===== src/design/edh_pkg.sv =====
`default_nettype none
package edh_pkg;

    localparam int PIX_W      = 8;
    localparam int DIM_W      = 11;
    localparam int ROW_W      = 11;
    localparam int OCNT_W     = 20;
    localparam int TOT_W      = 22;
    localparam int FIFO_DEPTH = 4;
    localparam int CFG_IDX_W  = 3;

    // register indexes on the configuration channel
    localparam logic [CFG_IDX_W-1:0] CFG_IMAGE_WIDTH  = 3'd0;
    localparam logic [CFG_IDX_W-1:0] CFG_IMAGE_HEIGHT = 3'd1;
    localparam logic [CFG_IDX_W-1:0] CFG_WEAK_LEVEL   = 3'd2;
    localparam logic [CFG_IDX_W-1:0] CFG_STRONG_LEVEL = 3'd3;
    localparam logic [CFG_IDX_W-1:0] CFG_ZERO_LEVEL   = 3'd4;

    localparam logic [DIM_W-1:0] RST_WIDTH  = 11'd640;
    localparam logic [DIM_W-1:0] RST_HEIGHT = 11'd480;
    localparam logic [PIX_W-1:0] RST_WEAK   = 8'd25;
    localparam logic [PIX_W-1:0] RST_STRONG = 8'd255;
    localparam logic [PIX_W-1:0] RST_ZERO   = 8'd0;

    localparam logic [ROW_W-1:0] ROW_SAT = '1;

    localparam logic REQ_PIXEL = 1'b0;
    localparam logic REQ_FLUSH = 1'b1;

    typedef struct packed {
        logic [PIX_W-1:0] upper;
        logic [PIX_W-1:0] middle;
    } t_row_pair;

    typedef struct packed {
        logic             frame_end;
        logic [PIX_W-1:0] pixel;
    } t_out_item;

    // zero counts as one, large values saturate to the cap
    function automatic logic [DIM_W-1:0] clamp_dim(input logic [DIM_W-1:0] v,
                                                   input logic [DIM_W-1:0] cap);
        logic [DIM_W-1:0] res;
        if (v == '0) begin
            res = DIM_W'(1);
        end else if (v > cap) begin
            res = cap;
        end else begin
            res = v;
        end
        return res;
    endfunction

endpackage
`default_nettype wire


===== src/design/edh_div.sv =====
`default_nettype none
module edh_div (
    input  wire logic                        i_clk,
    input  wire logic                        i_rst_n,
    input  wire logic                        i_start,
    input  wire logic [edh_pkg::OCNT_W-1:0]  i_dividend,
    input  wire logic [edh_pkg::DIM_W-1:0]   i_divisor,
    output logic                             o_done,
    output logic [edh_pkg::OCNT_W-1:0]       o_quotient,
    output logic [edh_pkg::DIM_W-1:0]        o_remainder
);
    import edh_pkg::*;

    localparam int CNT_W = $clog2(OCNT_W);

    typedef enum logic {ST_IDLE, ST_RUN} t_state;

    t_state              r_state;
    logic [CNT_W-1:0]    r_cnt;
    logic [OCNT_W-1:0]   r_quo;
    logic [DIM_W-1:0]    r_rem;
    logic                r_done;
    logic [DIM_W:0]      shifted;
    logic                fits;
    logic [DIM_W:0]      diff;

    // one quotient bit per cycle, restoring
    always_comb begin
        shifted = {r_rem, r_quo[OCNT_W-1]};
        fits    = shifted >= {1'b0, i_divisor};
        diff    = shifted - {1'b0, i_divisor};
    end

    always_ff @(posedge i_clk) begin
        if (!i_rst_n) begin
            r_state <= ST_IDLE;
            r_cnt   <= '0;
            r_done  <= 1'b0;
        end else begin
            r_done <= 1'b0;
            unique case (r_state)
                ST_IDLE: begin
                    if (i_start) begin
                        r_quo   <= i_dividend;
                        r_rem   <= '0;
                        r_cnt   <= '0;
                        r_state <= ST_RUN;
                    end
                end
                ST_RUN: begin
                    r_rem <= fits ? diff[DIM_W-1:0] : shifted[DIM_W-1:0];
                    r_quo <= {r_quo[OCNT_W-2:0], fits};
                    r_cnt <= r_cnt + 1'b1;
                    if (r_cnt == CNT_W'(OCNT_W - 1)) begin
                        r_done  <= 1'b1;
                        r_state <= ST_IDLE;
                    end
                end
                default: r_state <= ST_IDLE;
            endcase
        end
    end

    assign o_done      = r_done;
    assign o_quotient  = r_quo;
    assign o_remainder = r_rem;

endmodule
`default_nettype wire


===== config.mk =====
export PLATFORM = sky130hd
export DESIGN_NAME = edh_div
export DESIGN_NICKNAME = d
export VERILOG_FILES = /design/src/design/edh_pkg.sv /design/src/design/edh_div.sv
export SDC_FILE = /design/constraint.sdc
export NUM_CORES = 1
export LEC_CHECK = 0
export ABC_AREA = 1
export BUFFER_PORTS_ARGS = -buffer_cell sky130_fd_sc_hd__buf_2
export CORE_MARGIN = 2
export CORE_UTILIZATION = 35
export CTS_BUF_LIST = sky130_fd_sc_hd__clkbuf_8
export CTS_CLUSTER_DIAMETER = 100
export DETAILED_ROUTE_END_ITERATION = 7
export MAX_ROUTING_LAYER = met4
export PLACE_DENSITY = 0.66
export SLEW_MARGIN = 15
export SYNTH_ARGS = -nofsm -noshare
export SYNTH_HDL_FRONTEND = slang
export SYNTH_SLANG_ARGS = --single-unit
export TNS_END_PERCENT = 5

===== constraint.sdc =====
create_clock -name i_clk -period 6.3 [get_ports i_clk]
set_clock_uncertainty 0.1 [all_clocks]
set_input_delay 0.315 -clock i_clk [delete_from_list [all_inputs] [get_ports i_clk]]
set_output_delay 0.315 -clock i_clk [all_outputs]
set_load 0.01 [all_outputs]

==> run_results.csv <==
group,metric,value,unit
timing,rsz0062_at_grt,"no",
clock_tree,cts.sinks,38,
die,io_pins,66,
cells_and_area,num_antenna_cells,0,
detailed_routing,wl_per_cell,11.5,um
worst_setup_path,setup.worst_path.end_class,"flip-flop",
detailed_routing,drt_iter0_drc,132,
cells_and_area,fin_cells,494,
die,dieArea,0.00780,mm2
power_and_ir_drop,totalPowerFinal,689,uW
hold_path,hold_path.class,"primary input to flip-flop",
global_route,antenna_found_initial,0,
detailed_routing,vias_per_cell,4.58,
detailed_routing,dr.pass1.iters,4,
status,status,"finished, final reports clean",
clock_tree,cts_max_level,2,
global_route,grt_util_all_layers,16.1,%
placed_design,placed_cells,486,
cells_and_area,drive_gt1_share,22.9,%
die,rows,30,
timing,tightest_slew,0.860,ns
yosys,syn_nets,380,
cells_and_area,synthToLayoutAreaGrowth,20.6,%
global_route,grt_pass1_vias,2096,
power_and_ir_drop,power_density,230,mW/mm2
worst_setup_path,worst-path-max-fanout,12,
clock_tree,cts_tree,"yes",
yosys,syn_area_per_cell,7.48,um2
clock_tree,root_buffer,"clkbuf_8",
yosys,syn_area,0.00249,mm2
detailed_routing,drcViolationCount,0,
yosys,yosys_warnings,0,
worst_setup_path,crit_required,6.35,ns
timing,drv_slew,0,
worst_setup_path,critical_path.top_delay_family,"simple AND/OR/NAND/NOR gates",
worst_setup_path,critPathLaunchType,"flip-flop",
die,die_w,88.3,um
clock_tree,ctsResizeCount,0,
worst_setup_path,crit_start,"o_quotient[19]",
die,core_area,0.00683,mm2
power_and_ir_drop,p_leak,1.59,nW
cells_and_area,nNetsFinal,444,
placed_design,portBuffers,65,
timing,period_share,40.1,%
cells_and_area,fin_util,43.9,%
yosys,syn_inst,333,
yosys,yosysSeqAreaShare,43.0,%
die,start_util,36.4,%
power_and_ir_drop,peakVddDrop,116,uV
global_route,grt_start_max_net_pins,38,
timing,timing.fmax,395,MHz
yosys,synth_cell_type_count,26,
worst_setup_path,r2r-start,"o_quotient[19]",
detailed_routing,ant_nets,0,
global_route,overflow,0,
timing,fin_tns_setup,0,ns
clock_tree,cts_setup_buffers,0,
global_route,grt_pass1_wl,9.58,mm
clock_tree,hold_buffers,0,
worst_setup_path,worst-setup-path-type,"flip-flop to flip-flop",
timing,whs,0.181,ns
timing,setup_violations,0,
worst_setup_path,cp_num_buf_inv,2,
worst_setup_path,critPathSlowestCell,"nor2_2",
placed_design,hpwl,4.23,mm
yosys,ys_ff_latch,38,
worst_setup_path,crit_path_frequent_cell,"nand3_2",
clock_tree,clock_latency,0.30,ns
hold_path,min_from,"i_dividend[4]",
detailed_routing,wirelength,5.67,mm
die,die_h,88.3,um
clock_tree,cts_buffers,5,
clock_tree,clkTransAtPathRegs,0.07,ns
worst_setup_path,crit_chain,"inv_1 -> ha_1 -> fa_1 -> inv_1 -> nand3_1 -> nand3_2 -> nand3_2 -> nand3_2 -> nor2_2 -> nor2_1 -> nor2_1",
detailed_routing,via_count,2264,
worst_setup_path,cp.arrival,2.58,ns
timing,hold_viol,0,
clock_tree,cts_buffer_depth,2,
run,cap_violations,0,
placed_design,gp_congestion,0.887,
worst_setup_path,slowest_delay,0.54,ns
worst_setup_path,reg2reg_slack,3.77,ns
timing,max-slew-margin-rel,42.7,%
timing,min_period,2.53,ns
[path summary, 6_finish.rpt]
path	endpoint	depth (start not counted)
worst max-delay path	o_remainder[10]	11
worst min-delay path	o_quotient[4]	3
worst max register to register	o_remainder[10]	11
worst min register to register	r_cnt[1]	2
[report_power, final]
group | total, mW | leakage [nW] | switching, mW | internal, mW
combinational | 0.168 | 1.17 | 0.105 | 0.0629
sequential | 0.305 | 0.357 | 0.0112 | 0.294
clock | 0.216 | 0.0626 | 0.0883 | 0.128
[cell usage after synthesis]
cell,n,area share (%)
nand2_1,128,19
inv_1,54,8.1
nor2_1,34,5.1
edfxtp_1,31,37
nand3_1,13,2.6
ha_1,12,6.0
nand4_1,12,3.0
a21oi_1,8,1.6
dfxtp_1,7,5.6
nor2_2,7,1.8
nand3_2,4,1.6
buf_2,3,0.60
buf_6,3,1.4
clkbuf_1,3,0.45
nand2_2,2,0.50
xor2_1,2,0.70
a2111oi_0,1,0.35
buf_4,1,0.30
fa_1,1,0.80
nand4_2,1,0.50
nor3_4,1,0.65
o21ai_0,1,0.20
o21ai_2,1,0.35
o22ai_1,1,0.25
o311a_1,1,0.40
xnor2_1,1,0.35
[sequential cells by signal, indices dropped and copies added, names as in the netlist]
register and count:
o_done 1, o_quotient 20, o_remainder 11, r_cnt 5, r_state 1
[stage by stage]
stage	instance area (um2)	setup slack [ns]
global route	3000	3.44
detailed placement	2890	3.75
global placement	2890	3.78
finish	3000	3.77
CTS	3000	3.74
floorplan	2490	3.88
[worst register-to-register path, cell delays in order, from the launching register on]
cell      delay (ns)
edfxtp_1        0.40
inv_1           0.09
ha_1            0.18
fa_1            0.22
inv_1           0.08
nand3_1         0.08
nand3_2         0.12
nand3_2         0.25
nand3_2         0.10
nor2_2          0.54
nor2_1          0.11
nor2_1          0.12
[cells by family after synthesis]
| family | synth area share [%] |
|---|---|
| AOI/OAI and AO/OA | 3.17 |
| DFF | 43.0 |
| buffers and inverters | 10.9 |
| and+or+nand+nor | 35.1 |
| xor gates and xnor gates | 1.06 |
| adders and majority gates | 6.83 |
[cell type report]
| type | instances | area [um2] |
|---|---|---|
| Inverter | 54 | 203 |
| Fill cell | 720 | 3830 |
| Multi-Input combinational cell | 231 | 1150 |
| Clock inverter | 2 | 33.8 |
| Timing Repair Buffer | 67 | 340 |
| Sequential cell | 38 | 1070 |
| Tap cell | 96 | 120 |
| Clock buffer | 6 | 82.6 |
[metal layers]
metal | share of wire, % | up-vias | global-route usage [%] | routed length [um]
met5 | 0 | - | - | 0
met4 | 0.99 | 0 | 4.13 | 56
met3 | 6.6 | 6 | 3.26 | 372
met2 | 44 | 67 | 24.8 | 2520
met1 | 48 | 1020 | 21.7 | 2720
li1 | - | 1171 | - | -
[layout by cell type, fill, tap and decap left out, types with 2 or more instances in the layout]
cell / count
a21oi_1: 8
buf_2: 65
buf_4: 2
clkbuf_8: 6
dfxtp_1: 7
edfxtp_1: 31
ha_1: 12
inv_1: 55
nand2_1: 128
nand2_2: 2
nand3_1: 13
nand3_2: 4
nand4_1: 12
nor2_1: 33
nor2_2: 8
xor2_1: 2
Power figures use the tool's default switching activity.
