`src/design/edh_pkg.sv`:
```
`default_nettype none
package edh_pkg;

    localparam int PIX_W      = 8;
    localparam int DIM_W      = 11;
    localparam int ROW_W      = 11;
    localparam int OCNT_W     = 20;
    localparam int TOT_W      = 22;
    localparam int FIFO_DEPTH = 4;
    localparam int CFG_IDX_W  = 3;

    // register indexes on the configuration channel
    localparam logic [CFG_IDX_W-1:0] CFG_IMAGE_WIDTH  = 3'd0;
    localparam logic [CFG_IDX_W-1:0] CFG_IMAGE_HEIGHT = 3'd1;
    localparam logic [CFG_IDX_W-1:0] CFG_WEAK_LEVEL   = 3'd2;
    localparam logic [CFG_IDX_W-1:0] CFG_STRONG_LEVEL = 3'd3;
    localparam logic [CFG_IDX_W-1:0] CFG_ZERO_LEVEL   = 3'd4;

    localparam logic [DIM_W-1:0] RST_WIDTH  = 11'd640;
    localparam logic [DIM_W-1:0] RST_HEIGHT = 11'd480;
    localparam logic [PIX_W-1:0] RST_WEAK   = 8'd25;
    localparam logic [PIX_W-1:0] RST_STRONG = 8'd255;
    localparam logic [PIX_W-1:0] RST_ZERO   = 8'd0;

    localparam logic [ROW_W-1:0] ROW_SAT = '1;

    localparam logic REQ_PIXEL = 1'b0;
    localparam logic REQ_FLUSH = 1'b1;

    typedef struct packed {
        logic [PIX_W-1:0] upper;
        logic [PIX_W-1:0] middle;
    } t_row_pair;

    typedef struct packed {
        logic             frame_end;
        logic [PIX_W-1:0] pixel;
    } t_out_item;

    // zero counts as one, large values saturate to the cap
    function automatic logic [DIM_W-1:0] clamp_dim(input logic [DIM_W-1:0] v,
                                                   input logic [DIM_W-1:0] cap);
        logic [DIM_W-1:0] res;
        if (v == '0) begin
            res = DIM_W'(1);
        end else if (v > cap) begin
            res = cap;
        end else begin
            res = v;
        end
        return res;
    endfunction

endpackage
`default_nettype wire

```
`src/design/edh_out_fifo.sv`:
```
`default_nettype none
module edh_out_fifo (
    input  wire logic                                    i_clk,
    input  wire logic                                    i_rst_n,
    input  wire logic                                    i_push,
    input  edh_pkg::t_out_item                           i_item,
    output logic                                         o_valid,
    output edh_pkg::t_out_item                           o_item,
    input  wire logic                                    i_ready,
    output logic [$clog2(edh_pkg::FIFO_DEPTH+1)-1:0]     o_count
);
    import edh_pkg::*;

    localparam int PTR_W = $clog2(FIFO_DEPTH);
    localparam int CNT_W = $clog2(FIFO_DEPTH + 1);

    t_out_item          r_mem [FIFO_DEPTH];
    logic [PTR_W-1:0]   r_wr_ptr;
    logic [PTR_W-1:0]   r_rd_ptr;
    logic [CNT_W-1:0]   r_count;
    logic               pop;

    assign o_valid = r_count != '0;
    assign o_item  = r_mem[r_rd_ptr];
    assign o_count = r_count;
    assign pop     = o_valid && i_ready;

    always_ff @(posedge i_clk) begin
        if (i_push) begin
            r_mem[r_wr_ptr] <= i_item;
        end
    end

    always_ff @(posedge i_clk) begin
        if (!i_rst_n) begin
            r_wr_ptr <= '0;
            r_rd_ptr <= '0;
            r_count  <= '0;
        end else begin
            if (i_push) begin
                r_wr_ptr <= r_wr_ptr + 1'b1;
            end
            if (pop) begin
                r_rd_ptr <= r_rd_ptr + 1'b1;
            end
            if (i_push && !pop) begin
                r_count <= r_count + 1'b1;
            end else if (pop && !i_push) begin
                r_count <= r_count - 1'b1;
            end
        end
    end

endmodule
`default_nettype wire

```
`config.mk`:
```
export PLATFORM = sky130hd
export DESIGN_NAME = edh_out_fifo
export DESIGN_NICKNAME = d
export VERILOG_FILES = /design/src/design/edh_pkg.sv /design/src/design/edh_out_fifo.sv
export SDC_FILE = /design/constraint.sdc
export NUM_CORES = 1
export LEC_CHECK = 0
export BUFFER_PORTS_ARGS = -buffer_cell sky130_fd_sc_hd__buf_4
export CAP_MARGIN = 20
export CORE_UTILIZATION = 30
export DETAILED_ROUTE_END_ITERATION = 10
export HOLD_SLACK_MARGIN = 0.06
export PLACE_DENSITY_LB_ADDON = 0.25
export SYNTH_ARGS = -nofsm -noshare
export SYNTH_HDL_FRONTEND = slang
export SYNTH_SLANG_ARGS = --single-unit
```
`constraint.sdc`:
```
create_clock -name i_clk -period 5.9 [get_ports i_clk]
set_input_delay 1.18 -clock i_clk [delete_from_list [all_inputs] [get_ports i_clk]]
set_output_delay 1.18 -clock i_clk [all_outputs]
set_load 0.02 [all_outputs]
```
==> results of run 1 <==
==> stage by stage <==
step / total power, uW / util / hold WS [ns] / cells / instance area [sq um]
final: 875 / 0.385 / 0.577 / 192 / 2140
after global routing: 916 / 0.385 / 0.635 / 192 / 2140
after CTS: 891 / 0.385 / 0.584 / 192 / 2140
after detailed placement: 663 / 0.365 / 0.570 / 184 / 2030
after global placement: 657 / 0.365 / 0.550 / 184 / 2030
after floorplan: 577 / - / 0.528 / 89 / 1770
==> registers in the layout (all words and copies together), names as in the netlist, named ones only <==
| register | flops |
|---|---|
| r_mem | 36 |
| o_count | 3 |
| r_rd_ptr | 2 |
| r_wr_ptr | 2 |
==> power groups by stage <==
stage                     Clock (uW)  Sequential, uW  Combinational, uW
after floorplan                    0             409                168
after global placement             0             428                229
after detailed placement           0             431                232
after CTS                        235             424                232
after global routing             244             427                245
final                            227             419                229
==> layout make-up <==
type,instances,area (sq um),share of cell area
Timing Repair Buffer,25,188,0.0876
Clock buffer,6,72.6,0.0339
Sequential cell,45,1260,0.588
Inverter,3,11.3,0.00525
Multi-Input combinational cell,39,482,0.225
Clock inverter,2,38.8,0.0181
Tap cell,72,90.1,0.0420
==> per-layer routing <==
layer	wire length [um]	share of wire	up-vias	GRT usage
li1	-	-	401	-
met2	1370	0.49	24	0.178
met1	1180	0.43	421	0.109
met3	156	0.057	7	0.0333
met4	60	0.022	0	0.0556
met5	0	0	-	0
==> cell families (layout without fill, tap and decap cells) <==
kind of cell | count (synthesis) | in the layout
AO/OA/AOI/OAI | 4 | 4
XOR/XNOR | 5 | 5
adder cells (fa/ha/maj) | 6 | 6
buffers and inverters | 5 | 36
flip-flops | 45 | 45
multiplexers | 11 | 11
AND/OR/NAND/NOR | 13 | 13
==> how the worst max path moves through the flow <==
stage / to / start / cells after the start / slack (ns)
global placement: o_item[2] / flop / 2 / 3.18
floorplan: o_count[2] / i_ready / 7 / 3.40
finish: o_item[7] / flop / 2 / 2.94
global route: o_item[2] / flop / 2 / 2.82
detailed placement: o_count[2] / i_ready / 8 / 3.15
CTS: o_item[2] / flop / 2 / 2.86
==> worst max-delay path, cell delays in order, from the launching register on <==
cell	delay (ns)
dfxtp_1	0.73
mux4_2	0.59
buf_4	0.17
==> cells in the final DEF, fill, tap and decap left out <==
master      n
mux2i_1     2
or3_2       1
buf_4      25
mux4_2      9
xnor2_1     3
bufinv_16   1
xor2_1      2
inv_1       3
o311ai_2    1
ha_1        5
clkbuf_1    1
fa_1        1
and2_1      9
a21boi_0    1
o31ai_4     1
edfxtp_1   36
nor2b_1     2
clkbuf_8    5
or3_1       1
o21ai_0     1
clkinv_4    1
dfxtp_1     9
==> results.json, run 1 <==
{
  "synthXorXnorAreaFrac": 0.0248,
  "synthTopCellsByCount": "edfxtp_1, and2_1, dfxtp_1, mux4_2, ha_1",
  "cts.sinks": 45,
  "cts_resized": 0,
  "fmax_mhz": 338,
  "cts_tree": "built",
  "ios": 26,
  "syn_nets": 108,
  "nets": 138,
  "timing_hold_violations_final": 0,
  "grt_util_all_layers": 0.102,
  "vias": 853,
  "num_rows": 27,
  "rsz0062_at_grt": "false",
  "route.detailed.drc": 0,
  "ys_ff_latch": 45,
  "slew_headroom": 0.582,
  "r2r-start": "o_count[1]",
  "leakage_uw": 0.000753,
  "worstSetupPathType": "flop to output pin",
  "layout-drive-gt1-share": 0.367,
  "dpl.hpwl_um": 1910,
  "synth_mux_area_frac": 0.126,
  "final_antenna_net_count": 0,
  "synthCells": 89,
  "areaGrowthSynthToFinish_pct": 21.4,
  "r2r_cells": 7,
  "setup_ws_ns": 2.94,
  "drtIter0Drc": 34,
  "seqPwrFrac": 0.479,
  "num-fill-cells": 531,
  "crit_path_start_kind": "flop",
  "async_flop_share": 0,
  "dieArea_sq_um": 6200,
  "clkPwrFrac": 0.259,
  "clock_latency_ns": 0.29,
  "powerDensity_nw_per_um2": 408,
  "netlist_top_cells_area": "edfxtp_1, mux4_2, dfxtp_1",
  "cp-end-kind": "output pin",
  "max-vdd-ir-drop_uv": 213,
  "synthSimpleGateAreaFrac": 0.0468,
  "cp.required_ns": 4.72,
  "setup_viol": 0,
  "tns_ns": 0,
  "grt_pass1_vias": 913,
  "switching_power_uw": 248,
  "synth_top_area_share": 0.612,
  "r2r_end": "o_count[2]",
  "grt-ovfl-total": 0,
  "antennaDiodeCount": 0,
  "clkTransAtPathRegs_ns": 0.08,
  "io_buffers": 25,
  "power.internal_uw": 628,
  "synth_compound_area_frac": 0.0283,
  "dr.pass1.iters": 3,
  "ys.flop_type": "edfxtp_1",
  "htree_levels": 2,
  "cts_buffers": 5,
  "synth_fa_ha_area_frac": 0.0468,
  "status": "completed",
  "gp_congestion": 0.652,
  "worstPathArrival_ns": 1.78,
  "fin_crit_sh": 0.502,
  "start_util": 0.317,
  "cts-hold-fix-buffers": 0,
  "routed_via_density": 4.44,
  "min_path_type": "flop to flop",
  "synth_top_area_cell": "edfxtp_1",
  "drt_wl_total_um": 2760,
  "worst_pin_slew_ns": 0.626,
  "synth-edff-count": 36,
  "slew_viol_final": 0,
  "hold_path_end": "r_wr_ptr[1]",
  "hp-start": "r_wr_ptr[1]",
  "synth_top_family_by_area": "multiplexers",
  "fin_skew_ns": 0.00358,
  "wl_per_cell_um": 14.4,
  "period_minus_slack_ns": 2.96,
  "ff2ff_setup_slack_ns": 3.83,
  "yosysMostFrequentCell": "edfxtp_1",
  "syn_area_sq_um": 1770,
  "drv_cap": 0,
  "swShare": 0.283,
  "grt_max_degree": 15,
  "syn_area_per_cell_sq_um": 19.8,
  "cp_max_fo": 9,
  "die_w_um": 78.7,
  "core_area_sq_um": 5570,
  "combPwrFrac": 0.262,
  "grt_pass1_wl_um": 4440,
  "min_path_cells": 2,
  "seq_area_frac_synth": 0.714,
  "cts.path.max_buffers": 2,
  "root_buffer": "clkbuf_8",
  "yosys_warnings": 0,
  "die_h_um": 78.7,
  "postCtsSetupBuffers": 0,
  "post-place-ws_ns": 3.15,
  "antenna_found_initial": 0,
  "synthDistinctLibCells": 19
}
(Power assumes the default switching activity.)
==> run 2: changes to the inputs <==
==> constraint.sdc (replaced) <==
create_clock -name i_clk -period 2.49 [get_ports i_clk]
set_input_delay 0.498 -clock i_clk [delete_from_list [all_inputs] [get_ports i_clk]]
set_output_delay 0.498 -clock i_clk [all_outputs]
set_load 0.02 [all_outputs]
==> results.json, run 2 (synthesized netlist as in run 1, its figures left out) <==
{
  "hold_path_end": "r_mem[2][3]",
  "ios": 26,
  "clock_latency_ns": 0.29,
  "slew_headroom": 0.672,
  "final_antenna_net_count": 0,
  "slew_viol_final": 0,
  "clkTransAtPathRegs_ns": 0.08,
  "swShare": 0.268,
  "nets": 139,
  "power.internal_uw": 1600,
  "path_cells": "o31ai_4, ha_1, inv_1, fa_1, xor2_1, or3_1, a21boi_0",
  "final_util": 0.390,
  "cts_resized": 0,
  "r2r-start": "o_count[1]",
  "timing_hold_violations_final": 0,
  "wl_per_cell_um": 14.2,
  "layout_commonest_cell": "edfxtp_1",
  "r2r_end": "o_count[2]",
  "root_buffer": "clkbuf_8",
  "start_util": 0.317,
  "grt_pass1_wl_um": 4360,
  "powerDensity_nw_per_um2": 1010,
  "cts-hold-fix-buffers": 0,
  "holdWs_ns": 0.406,
  "antennaDiodeCount": 0,
  "largest_register_ff_count": 36,
  "ff2ff_setup_slack_ns": 0.40,
  "layout-drive-gt1-share": 0.380,
  "antenna_found_initial": 0,
  "num_rows": 27,
  "cpPeakStageDelay_ns": 0.40,
  "routed_via_density": 4.38,
  "die_h_um": 78.7,
  "cts_buffers": 5,
  "min_path_cells": 1,
  "crit_path_start_kind": "flop",
  "max-vdd-ir-drop_uv": 547,
  "fin_skew_ns": 0.00314,
  "fin_crit_sh": 0.840,
  "htree_levels": 2,
  "drv_cap": 0,
  "drtIter0Drc": 13,
  "core_area_sq_um": 5570,
  "dieArea_sq_um": 6200,
  "cp.required_ns": 2.71,
  "drt_wl_total_um": 2750,
  "grt-ovfl-total": 0,
  "route.detailed.drc": 0,
  "io_buffers": 25,
  "rsz0062_at_grt": "false",
  "cp_max_fo": 6,
  "clkPwrFrac": 0.286,
  "combPwrFrac": 0.278,
  "grt_pass1_vias": 882,
  "cp-end-kind": "flop",
  "vias": 845,
  "switching_power_uw": 586,
  "worstSetupPathType": "flop to flop",
  "areaGrowthSynthToFinish_pct": 23.1,
  "status": "completed",
  "gp_congestion": 0.695,
  "grt_util_all_layers": 0.0996,
  "postCtsSetupBuffers": 0,
  "worst_pin_slew_ns": 0.493,
  "cpMaxStageDelayCell": "dfxtp_1",
  "dpl.hpwl_um": 1950,
  "dr.pass1.iters": 4,
  "seqPwrFrac": 0.436,
  "power_uw": 2180,
  "layout_common_cells": "edfxtp_1, buf_4, mux4_2, and2_1, dfxtp_1",
  "leakage_uw": 0.000771,
  "tns_ns": 0,
  "cts.sinks": 45,
  "cts_tree": "built",
  "die_w_um": 78.7,
  "top_register": "r_mem",
  "cts.path.max_buffers": 2,
  "min_path_type": "primary input to flop",
  "setup_viol": 0,
  "fmax_mhz": 478,
  "worstPathArrival_ns": 2.32,
  "grt_max_degree": 15,
  "hp-start": "i_item[3]",
  "r2r_cells": 7,
  "period_minus_slack_ns": 2.09
}
[run 2: changes by cell type in the layout (fill, tap and decap cells not counted)]
cell / change
clkbuf_1: -1
clkinv_4: -1
clkinv_2: +1
buf_4: +1
bufinv_16: +1
[run 2: worst max path at each step]
stage                    start    endpoint  cells after the start
floorplan           o_count[1]  o_count[2]                      7
global placement       i_ready  o_count[2]                      8
detailed placement     i_ready  o_count[2]                      8
CTS                 o_count[1]  o_count[2]                      7
global route        o_count[1]  o_count[2]                      7
finish              o_count[1]  o_count[2]                      7
[run 2: area by class of cell]
cell class	instances	area, sq um
timing repair buffer	26	195
sequential	45	1260
multi-input combinational	39	482
fill	539	3400
clock buffer	5	68.8
tap	72	90.1
clock inverter	3	65.1
inverter	3	11.3
[run 2: power by group through the flow]
stage	Combinational (uW)	Clock, uW	Sequential (uW)
after floorplan	398	0	968
after global placement	605	0	967
after detailed placement	619	0	971
after CTS	620	641	954
after global routing	657	668	963
final	608	625	952
[run 2: per-layer routing]
| layer | track usage | vias up | routed length (um) |
|---|---|---|---|
| met5 | 0 | - | 0 |
| met4 | 0.0444 | 0 | 55 |
| met3 | 0.0402 | 5 | 175 |
| met2 | 0.164 | 23 | 1350 |
| met1 | 0.113 | 416 | 1170 |
| li1 | - | 401 | - |
[run 2: worst max-delay path: cells and delay by family, from the launching register on]
family                     cells  cell delay (ns)
xor gates and xnor gates       1             0.16
AOI/OAI and AO/OA              2             0.47
and+or+nand+nor                1             0.30
adders and majority gates      2             0.61
buffers and inverters          1             0.07
DFF                            1             0.40
[run 2: through the flow]
step | cell area (sq um) | setup slack, ns | cells
3_5_place_dp | 2040 | 0.394 | 185
3_3_place_gp | 2040 | 0.504 | 185
6_report | 2170 | 0.398 | 193
4_1_cts | 2170 | 0.394 | 193
2_1_floorplan | 1770 | 0.490 | 89
5_1_grt | 2170 | 0.269 | 193
==> run 3: changes to the inputs <==
--- a/config.mk
+++ b/config.mk
@@ -5,6 +5,7 @@
 export SDC_FILE = /design/constraint.sdc
 export NUM_CORES = 1
 export LEC_CHECK = 0
+export ABC_AREA = 1
 export BUFFER_PORTS_ARGS = -buffer_cell sky130_fd_sc_hd__buf_4
 export CAP_MARGIN = 20
 export CORE_UTILIZATION = 30
==> constraint.sdc (replaced) <==
create_clock -name i_clk -period 1.75 [get_ports i_clk]
set_input_delay 0.35 -clock i_clk [delete_from_list [all_inputs] [get_ports i_clk]]
set_output_delay 0.35 -clock i_clk [all_outputs]
set_load 0.02 [all_outputs]
==> results.json, run 3 <==
{
  "final_util": 0.393,
  "cts.path.max_buffers": 2,
  "setup_viol": 0,
  "routed_via_density": 4.63,
  "grt_pass1_wl_um": 5400,
  "netlist_top_cells_area": "edfxtp_1, dfxtp_1, o22ai_2",
  "cp_max_fo": 18,
  "synthCells": 148,
  "crit_path_start_kind": "flop",
  "yosys_warnings": 0,
  "fin_skew_ns": 0.00635,
  "grt-ovfl-total": 0,
  "fmax_mhz": 595,
  "ys_ff_latch": 45,
  "seq_area_sq_um": 1270,
  "drt_wl_total_um": 3620,
  "period_minus_slack_ns": 1.68,
  "num_rows": 28,
  "dr.pass1.iters": 4,
  "layout-drive-gt1-share": 0.368,
  "syn_area_per_cell_sq_um": 12.8,
  "leakage_uw": 0.000905,
  "clkTransAtPathRegs_ns": 0.09,
  "fin_crit_sh": 0.960,
  "synth-edff-count": 36,
  "cts.sinks": 45,
  "path_cells": "buf_12, inv_8, nor2_2, o22ai_2, buf_4",
  "max-vdd-ir-drop_uv": 859,
  "synthDistinctLibCells": 19,
  "largest_register_ff_count": 36,
  "clock_latency_ns": 0.29,
  "ys.flop_type": "edfxtp_1",
  "worstSetupPathType": "flop to output pin",
  "async_flop_share": 0,
  "synth_top_area_share": 0.570,
  "cts_buffers": 5,
  "cts_tree": "built",
  "slew_viol_final": 0,
  "yosysMostFrequentCell": "edfxtp_1",
  "antennaDiodeCount": 0,
  "drv_cap": 0,
  "io_buffers": 25,
  "root_buffer": "clkbuf_8",
  "gp_congestion": 0.682,
  "die_h_um": 81.5,
  "dpl.hpwl_um": 2330,
  "cpMaxStageDelayCell": "dfxtp_4",
  "start_util": 0.315,
  "core_area_sq_um": 6030,
  "powerDensity_nw_per_um2": 1460,
  "rsz0062_at_grt": "true",
  "vias": 1190,
  "dpl.cell_count": 247,
  "cpPeakStageDelay_ns": 0.37,
  "route.detailed.drc": 0,
  "final_antenna_net_count": 0,
  "status": "completed",
  "worstPathArrival_ns": 1.33,
  "top_register": "r_mem",
  "cp-end-kind": "output pin",
  "drtIter0Drc": 36,
  "seq_area_frac_synth": 0.664,
  "timing_hold_violations_final": 0,
  "multiInputGateArea_sq_um": 549,
  "layout_commonest_cell": "edfxtp_1",
  "grt_max_degree": 20,
  "syn_area_sq_um": 1900,
  "r2r-start": "o_count[1]",
  "syn_nets": 167,
  "cp.required_ns": 1.40,
  "slew_headroom": 0.716,
  "antenna_found_initial": 0,
  "wl_per_cell_um": 14.1,
  "nets": 200,
  "synthTopCellsByCount": "edfxtp_1, o21ai_0, inv_1, nor2_1, nand2_1",
  "num-fill-cells": 568,
  "cts-hold-fix-buffers": 0,
  "ios": 26,
  "grt_util_all_layers": 0.114,
  "hp-start": "i_item[0]",
  "layout_common_cells": "edfxtp_1, buf_4, inv_1, nor2_1, nand2_1",
  "synth_top_area_cell": "edfxtp_1",
  "fin_cells": 257,
  "min_path_type": "primary input to flop",
  "grt_pass1_vias": 1153,
  "dieArea_sq_um": 6650,
  "htree_levels": 2,
  "tns_ns": 0,
  "die_w_um": 81.5,
  "worst_pin_slew_ns": 0.426,
  "areaGrowthSynthToFinish_pct": 24.7
}
[run 3: cell count changes after synthesis, moves of 12 or more]
cell and change:
o21ai_0 +18, nor2_1 +15, nand2_1 +13, inv_1 +12
[run 3: stage by stage]
step | hold slack (ns) | setup slack (ns) | total power (uW) | instance area (sq um)
floorplan | 0.449 | 0.0160 | 2070 | 1900
global placement | 0.498 | 0.138 | 2380 | 2170
detailed placement | 0.510 | 0.0356 | 2430 | 2170
CTS | 0.244 | 0.00239 | 3350 | 2300
global route | 0.244 | -0.0342 | 3640 | 2370
finish | 0.250 | 0.0695 | 3460 | 2370
[run 3: repair_timing]
| action | in CTS | in global routing |
|---|---|---|
| gates cloned | 0 | 1 |
| endpoints found under the setup margin | 7 | 10 |
| gates resized for setup | 4 | 14 |
| pin swaps | 0 | 2 |
| setup buffers | 0 | 1 |
[run 3: critical path, delay by kind of cell (launching register included)]
family          cells  cell delay, ns
flops               1            0.37
simple gates        1            0.05
buf+inv             3            0.44
compound gates      1            0.17
[run 3: layout make-up]
type,count,area share
Clock buffer,5,0.0291
Clock inverter,3,0.0291
Inverter,16,0.0285
Multi-Input combinational cell,84,0.232
Sequential cell,45,0.537
Tap cell,75,0.0396
Timing Repair Buffer,29,0.105
[run 3: where the power goes]
part           switching [uW]  total, uW  leakage [uW]  internal [uW]
sequential               90.9       1360      0.000407           1270
clock                     350        924     0.0000687            574
combinational             668       1180      0.000429            513
[run 3: final timing paths]
path,endpoint,slack (ns),cells after the start
setup / recovery,o_item[1],0.07,5
hold / removal,r_mem[1][0],0.25,1
hold reg to reg,flop,0.53,2
setup reg to reg,o_count[2],0.10,11
[run 3: layer usage]
layer  vias to the layer above  GRT usage  part of all wire
li1                        577          -                 -
met1                       582      0.126              0.45
met2                        27      0.205              0.50
met3                         4     0.0367             0.042
met4                         0     0.0375            0.0072
met5                         -          0                 0
[run 3: logic make-up (layout without fill, tap and decap cells)]
logic type,count (synthesis),count (layout),synth area share
AND/OR/NAND/NOR,42,42,0.0995
AO/OA/AOI/OAI,35,35,0.130
XOR/XNOR,1,1,0.00462
adder cells (fa/ha/maj),6,6,0.0435
flip-flops,45,45,0.664
buffers and inverters,19,53,0.0580
